===== src/rtl/core/meo_pkg.sv =====
// ----------------------------------------------------------------------------
// meo_pkg
// Shared types and constants for the mecanum odometry block.
// ----------------------------------------------------------------------------
package meo_pkg;

    localparam int CFG_IDX_W = 8;
    localparam logic [CFG_IDX_W-1:0] REG_LINEAR_GAIN  = 8'd0;
    localparam logic [CFG_IDX_W-1:0] REG_ANGULAR_GAIN = 8'd1;

    localparam logic [31:0] LINEAR_GAIN_RST  = 32'd605975;
    localparam logic [31:0] ANGULAR_GAIN_RST = 32'd287122;

    localparam int CORDIC_ITERS = 30;
    localparam int CORDIC_W     = 34;
    localparam logic signed [CORDIC_W-1:0] CORDIC_K_Q30 = 34'sd652032874;

    typedef struct packed {
        logic signed [31:0] enc_count_0;
        logic signed [31:0] enc_count_1;
        logic signed [31:0] enc_count_2;
        logic signed [31:0] enc_count_3;
    } meo_in_t;

    typedef struct packed {
        logic signed [31:0] pos_x;
        logic signed [31:0] pos_y;
        logic [31:0]        heading_angle;
    } meo_out_t;

    // arctan(2^-i) as a binary angle
    function automatic logic signed [CORDIC_W-1:0] atan_lut(input logic [4:0] idx);
        logic signed [CORDIC_W-1:0] v;
        case (idx)
            5'd0:  v = 34'sd536870912;
            5'd1:  v = 34'sd316933406;
            5'd2:  v = 34'sd167458907;
            5'd3:  v = 34'sd85004756;
            5'd4:  v = 34'sd42667331;
            5'd5:  v = 34'sd21354465;
            5'd6:  v = 34'sd10679838;
            5'd7:  v = 34'sd5340245;
            5'd8:  v = 34'sd2670163;
            5'd9:  v = 34'sd1335087;
            5'd10: v = 34'sd667544;
            5'd11: v = 34'sd333772;
            5'd12: v = 34'sd166886;
            5'd13: v = 34'sd83443;
            5'd14: v = 34'sd41722;
            5'd15: v = 34'sd20861;
            5'd16: v = 34'sd10430;
            5'd17: v = 34'sd5215;
            5'd18: v = 34'sd2608;
            5'd19: v = 34'sd1304;
            5'd20: v = 34'sd652;
            5'd21: v = 34'sd326;
            5'd22: v = 34'sd163;
            5'd23: v = 34'sd81;
            5'd24: v = 34'sd41;
            5'd25: v = 34'sd20;
            5'd26: v = 34'sd10;
            5'd27: v = 34'sd5;
            5'd28: v = 34'sd3;
            5'd29: v = 34'sd1;
            default: v = '0;
        endcase
        return v;
    endfunction

endpackage


===== src/rtl/core/meo_cordic.sv =====
// ----------------------------------------------------------------------------
// meo_cordic
// Iterative rotation-mode CORDIC: cos and sin of a binary angle, signed Q4.30 (34 bits).
// ----------------------------------------------------------------------------
module meo_cordic
(
    input  logic                                 clk,
    input  logic                                 rst_n,
    input  logic                                 start,
    input  logic [31:0]                          angle,
    output logic                                 done,
    output logic signed [meo_pkg::CORDIC_W-1:0]  cos_val,
    output logic signed [meo_pkg::CORDIC_W-1:0]  sin_val
);
    import meo_pkg::*;

    logic                        busy_reg;
    logic                        done_reg;
    logic                        flip_reg;
    logic [4:0]                  iter_reg;
    logic signed [CORDIC_W-1:0]  x_reg;
    logic signed [CORDIC_W-1:0]  y_reg;
    logic signed [CORDIC_W-1:0]  z_reg;
    logic signed [CORDIC_W-1:0]  xs;
    logic signed [CORDIC_W-1:0]  ys;
    logic signed [CORDIC_W-1:0]  at;
    logic                        flip_in;
    logic [31:0]                 ang_adj;

    // quadrants 1 and 2 are folded by half a turn, result negated at the end
    assign flip_in = (angle[31:30] == 2'b01) || (angle[31:30] == 2'b10);
    assign ang_adj = flip_in ? {~angle[31], angle[30:0]} : angle;

    assign xs = x_reg >>> iter_reg;
    assign ys = y_reg >>> iter_reg;
    assign at = atan_lut(iter_reg);

    always_ff @(posedge clk or negedge rst_n)
    begin
        if (!rst_n)
        begin
            busy_reg <= 1'b0;
            done_reg <= 1'b0;
            iter_reg <= '0;
        end
        else
        begin
            done_reg <= 1'b0;
            if (start)
            begin
                busy_reg <= 1'b1;
                iter_reg <= '0;
            end
            else if (busy_reg)
            begin
                if (iter_reg == 5'(CORDIC_ITERS - 1))
                begin
                    busy_reg <= 1'b0;
                    done_reg <= 1'b1;
                end
                else
                begin
                    iter_reg <= iter_reg + 5'd1;
                end
            end
        end
    end

    always_ff @(posedge clk)
    begin
        if (start)
        begin
            x_reg    <= CORDIC_K_Q30;
            y_reg    <= '0;
            z_reg    <= {{(CORDIC_W-32){ang_adj[31]}}, ang_adj};
            flip_reg <= flip_in;
        end
        else if (busy_reg)
        begin
            if (!z_reg[CORDIC_W-1])
            begin
                x_reg <= x_reg - ys;
                y_reg <= y_reg + xs;
                z_reg <= z_reg - at;
            end
            else
            begin
                x_reg <= x_reg + ys;
                y_reg <= y_reg - xs;
                z_reg <= z_reg + at;
            end
        end
    end

    assign done    = done_reg;
    assign cos_val = flip_reg ? -x_reg : x_reg;
    assign sin_val = flip_reg ? -y_reg : y_reg;

endmodule

===== config.mk =====
export PLATFORM = sky130hd
export DESIGN_NAME = meo_cordic
export DESIGN_NICKNAME = d
export VERILOG_FILES = /design/src/rtl/core/meo_pkg.sv /design/src/rtl/core/meo_cordic.sv
export SDC_FILE = /design/constraint.sdc
export NUM_CORES = 1
export LEC_CHECK = 0
export ABC_AREA = 1
export BUFFER_PORTS_ARGS = -buffer_cell sky130_fd_sc_hd__buf_2
export CAP_MARGIN = 5
export CELL_PAD_IN_SITES_DETAIL_PLACEMENT = 0
export CELL_PAD_IN_SITES_GLOBAL_PLACEMENT = 2
export CORE_ASPECT_RATIO = 0.9
export CORE_MARGIN = 3
export CORE_UTILIZATION = 30
export CTS_CLUSTER_DIAMETER = 40
export DETAILED_ROUTE_END_ITERATION = 10
export GPL_TIMING_DRIVEN = 1
export PLACE_DENSITY = 0.75
export SYNTH_ARGS = -nofsm -noshare
export SYNTH_HDL_FRONTEND = slang
export SYNTH_SLANG_ARGS = --single-unit

===== constraint.sdc =====
create_clock -name clk -period 9.5 [get_ports clk]
set_clock_uncertainty 0.2 [all_clocks]
set_input_delay 0.95 -clock clk [delete_from_list [all_inputs] [get_ports clk]]
set_output_delay 0.95 -clock clk [all_outputs]
set_load 0.01 [all_outputs]

==> results.md <==
Clock network:
- The number of buffers on the longest clock path is 2.
- The clock root buffer master is clkbuf_16.
- At the later pin of the worst-skew pair, clock insertion delay measures 410 ps.
- The H-tree generated during clock tree synthesis spans 3 levels.
- The clock net in this run drives a total of 110 sinks.
- The number of setup buffers added after CTS is 0.
- TritonCTS built the clock tree.
- Buffers inserted during clock tree synthesis total 9.
- Hold repair after CTS inserted 0 buffers.
- The clock-pin slew reported for the worst setup and hold paths after clock tree synthesis is 90 ps.
- In this run, post-CTS repair resized a total of 0 instances.

Final layout:
- The layout cell share with drive strength beyond 1 is 7.00%.
- After the flow finishes, the layout carries non-filler instances totaling 3824.
- The final layout contains 3206 nets.
- The relative area change from synthesis to final layout is 7.54%.
- The repair_antennas step left the layout with diodes totalling 0.
- The library cells used most frequently in the layout, excluding fill and tap cells, are nand2_1, nand3_1, inv_1.
- The library cell used most frequently in the layout, excluding fill and tap cells, is nand2_1.

Yosys:
- Synthesis inferred 110 register bits.
- The count of yosys warnings during synthesis is 0.
- The synthesized instance count is 3041.
- The number of nets in the synthesized netlist is 3193.
- The cell type with the largest total area after synthesis is nand2_1.
- The primary flip-flop cell chosen by synthesis mapping is dfxtp_1.
- After synthesis the cells add up to 17500 sq um.
- After synthesis, the cell types taking the most area are nand2_1, nand3_1, ha_1.
- Sequential elements use 14.8% of the synthesized area.
- The per-instance average area after synthesis is 5.75 sq um.
- After synthesis, the largest area contributor takes up 18.6% of total cell area.
- The number of flops mapped to enable cells by yosys is 35.
- The share of flip-flops with an asynchronous set or reset is 6.36%.
- Yosys mapped the design onto 56 distinct sky130hd cell types.

Route:
- The DRC violation count after routing is 0.
- The average wire per cell in the routed design is 18.0 um.
- Across all layers, the routed design uses 19600 vias.
- In this run, the number of DRC markers left after iteration 0 of detailed routing was 1365.
- For this run, the detailed router's first-pass iteration total came to 8.
- Using the TritonRoute via totals, the vias-per-cell ratio works out to 5.14.
- The wire length after detailed routing is 68900 um.
- The count of nets left with antenna violations once routing finished came out at 0.

Critical path:
- The slowest stage of the critical path belongs to the cell nor2_2.
- On the worst path, the slowest cell contributes a delay of 960 ps.
- The worst register-to-register path has a depth of 29.
- The nature of the critical path endpoint is a flip-flop.
- The type of the setup path with the least slack is flip-flop to flip-flop.
- The worst setup path is launched from a flip-flop.
- The data arrival time of the worst path is 6860 ps.
- The startpoint identified for the worst register-to-register timing path is iter_reg[3].
- The maximum fanout along the worst path is 51.
- At the worst endpoint, the required time is 9470 ps.
- The slack of the worst reg-to-reg path is 2610 ps.
- The endpoint identified for the worst register-to-register timing path is z_reg[33].

Placement:
- In this run, placement finished with an instance count of 3808.
- The final weighted congestion of routability-driven global placement is 0.910.
- Once detailed placement completed, the half-perimeter wirelength came to 54900 um.
- Input and output buffers added on the ports amount to 103.

Worst hold path:
- The min-delay analysis places its worst path in the category primary input to asynchronous set/reset pin.

Global routing:
- Entering global routing, the biggest net connects 78 pins.
- The met1 global-route usage is 33.0%.
- The global-route wire length before repair is 108000 um.
- For met3 alone, demand over resource in global routing was 4.19%.
- The global-route usage over all layers is 22.3%.
- The most used routing layer in global routing is met2.
- The global routing usage on met2 is 33.3%.
- The number of global-route vias before repair is 18900.
- The initial antenna violation count is 0.
- After global routing the overflow that remains totals 0.

STA:
- The setup-violating endpoint count in the final report is 0.
- Of the available clock period, the critical path in the final layout requires 72.5%.
- The final-report max-slew violation count is 0.
- Derived from the worst setup path, the maximum achievable clock frequency is 0.145 GHz.
- The final number of hold-violating endpoints is 0.
- The minimum clock period after layout is 6890 ps.
- The transition time at the pin with the least slew margin is 1050 ps.
- The setup TNS is 0 ps.
- Setup repair after global routing left no endpoint under its margin.
- The smallest hold slack is 176 ps.
- The normalized max-slew margin is 30.1%.

Floorplanning:
- The overall die area is 61300 sq um.
- Row generation in the floorplan step produced 83 rows.
- After floorplanning, the core was sized to cover 57300 sq um.
- The initial standard-cell utilization of the core is 30.5%.
- In this run the count of I/O pins placed on the die edge is 104.
- The die span in y is 235 um.
- The width of the die is 261 um.

Job:
- Across the run, the number of max-cap violations was 0.

Outcome:
- The run finished with clean final reports.
## worst max-delay path, delay by kind of cell, from the launching register on
kind	cells	cell delay (ps)
AOI/OAI and AO/OA	6	1720
DFF	1	330
xor gates and xnor gates	1	160
buffers and inverters	7	1460
adders and majority gates	2	550
and+or+nand+nor	13	2180
## Yosys cell counts (3+ instances only)
| cell | instances |
|---|---|
| nand2_1 | 867 |
| nand3_1 | 416 |
| inv_1 | 325 |
| nor2_1 | 281 |
| a21oi_1 | 198 |
| o21ai_0 | 141 |
| xor2_1 | 141 |
| ha_1 | 114 |
| dfxtp_1 | 68 |
| clkbuf_1 | 46 |
| xnor2_1 | 46 |
| buf_2 | 45 |
| edfxtp_1 | 35 |
| nor3_1 | 30 |
| a31oi_1 | 29 |
| or2_2 | 29 |
| nand4_1 | 23 |
| o21ai_1 | 18 |
| a21o_1 | 17 |
| buf_1 | 15 |
| o211ai_1 | 14 |
| nand2_2 | 13 |
| o21a_1 | 13 |
| buf_6 | 12 |
| o22ai_1 | 12 |
| nor2_2 | 8 |
| o221ai_1 | 8 |
| a22oi_1 | 7 |
| dfrtp_1 | 7 |
| nor4_1 | 7 |
| buf_4 | 5 |
| a21boi_0 | 4 |
| a221oi_1 | 4 |
| nand3_2 | 4 |
| o21bai_1 | 4 |
| o31ai_1 | 4 |
| fa_1 | 3 |
| inv_4 | 3 |
## final cells by class
cell class,count,area (sq um)
fillers,6526,38500
inverters,330,1250
multi-input cells,2478,13000
clock buffers,10,229
flip-flops and latches,110,2590
repair buffers,125,683
well taps,765,957
clock inverters,6,67.6
## per-stage QoR
| step | instance area, sq um | util [%] | setup slack [ps] |
|---|---|---|---|
| after CTS | 18800 | 32.8 | 2740 |
| final | 18800 | 32.8 | 2610 |
| after detailed placement | 18500 | 32.3 | 2770 |
| after global routing | 18800 | 32.8 | 1960 |
| after global placement | 18500 | 32.3 | 2870 |
| after floorplan | 17500 | - | 4720 |
## kinds of logic (layout without fill, tap and decap cells)
| family | Yosys count | in the layout | synth area share, % |
|---|---|---|---|
| XOR/XNOR | 187 | 187 | 9.36 |
| AND/OR/NAND/NOR | 1688 | 1688 | 41.0 |
| AO/OA/AOI/OAI | 486 | 486 | 15.6 |
| adder cells (fa/ha/maj) | 117 | 117 | 8.49 |
| flip-flops | 110 | 110 | 14.8 |
| buffers and inverters | 453 | 471 | 10.7 |
## worst max-delay path by stage
stage	to	from	slack, ps	depth (start not counted)
final	z_reg[33]	iter_reg[3]	2610	29
after global routing	z_reg[33]	iter_reg[3]	1960	29
after CTS	z_reg[33]	iter_reg[3]	2740	29
after detailed placement	z_reg[33]	iter_reg[3]	2770	29
after global placement	z_reg[33]	iter_reg[3]	2870	29
after floorplan	z_reg[27]	iter_reg[1]	4720	35
## per-layer routing
metal | vias up | part of all wire (%) | wire (um)
met1 | 9091 | 51 | 35400
met4 | 0 | 1.8 | 1210
met5 | - | 0 | 0
li1 | 10100 | - | -
met3 | 57 | 5.1 | 3510
met2 | 433 | 42 | 28800
Power is left out: the tool's default activity adds up to more than one toggle a clock period on the data nets, which glitch-free logic cannot reach.
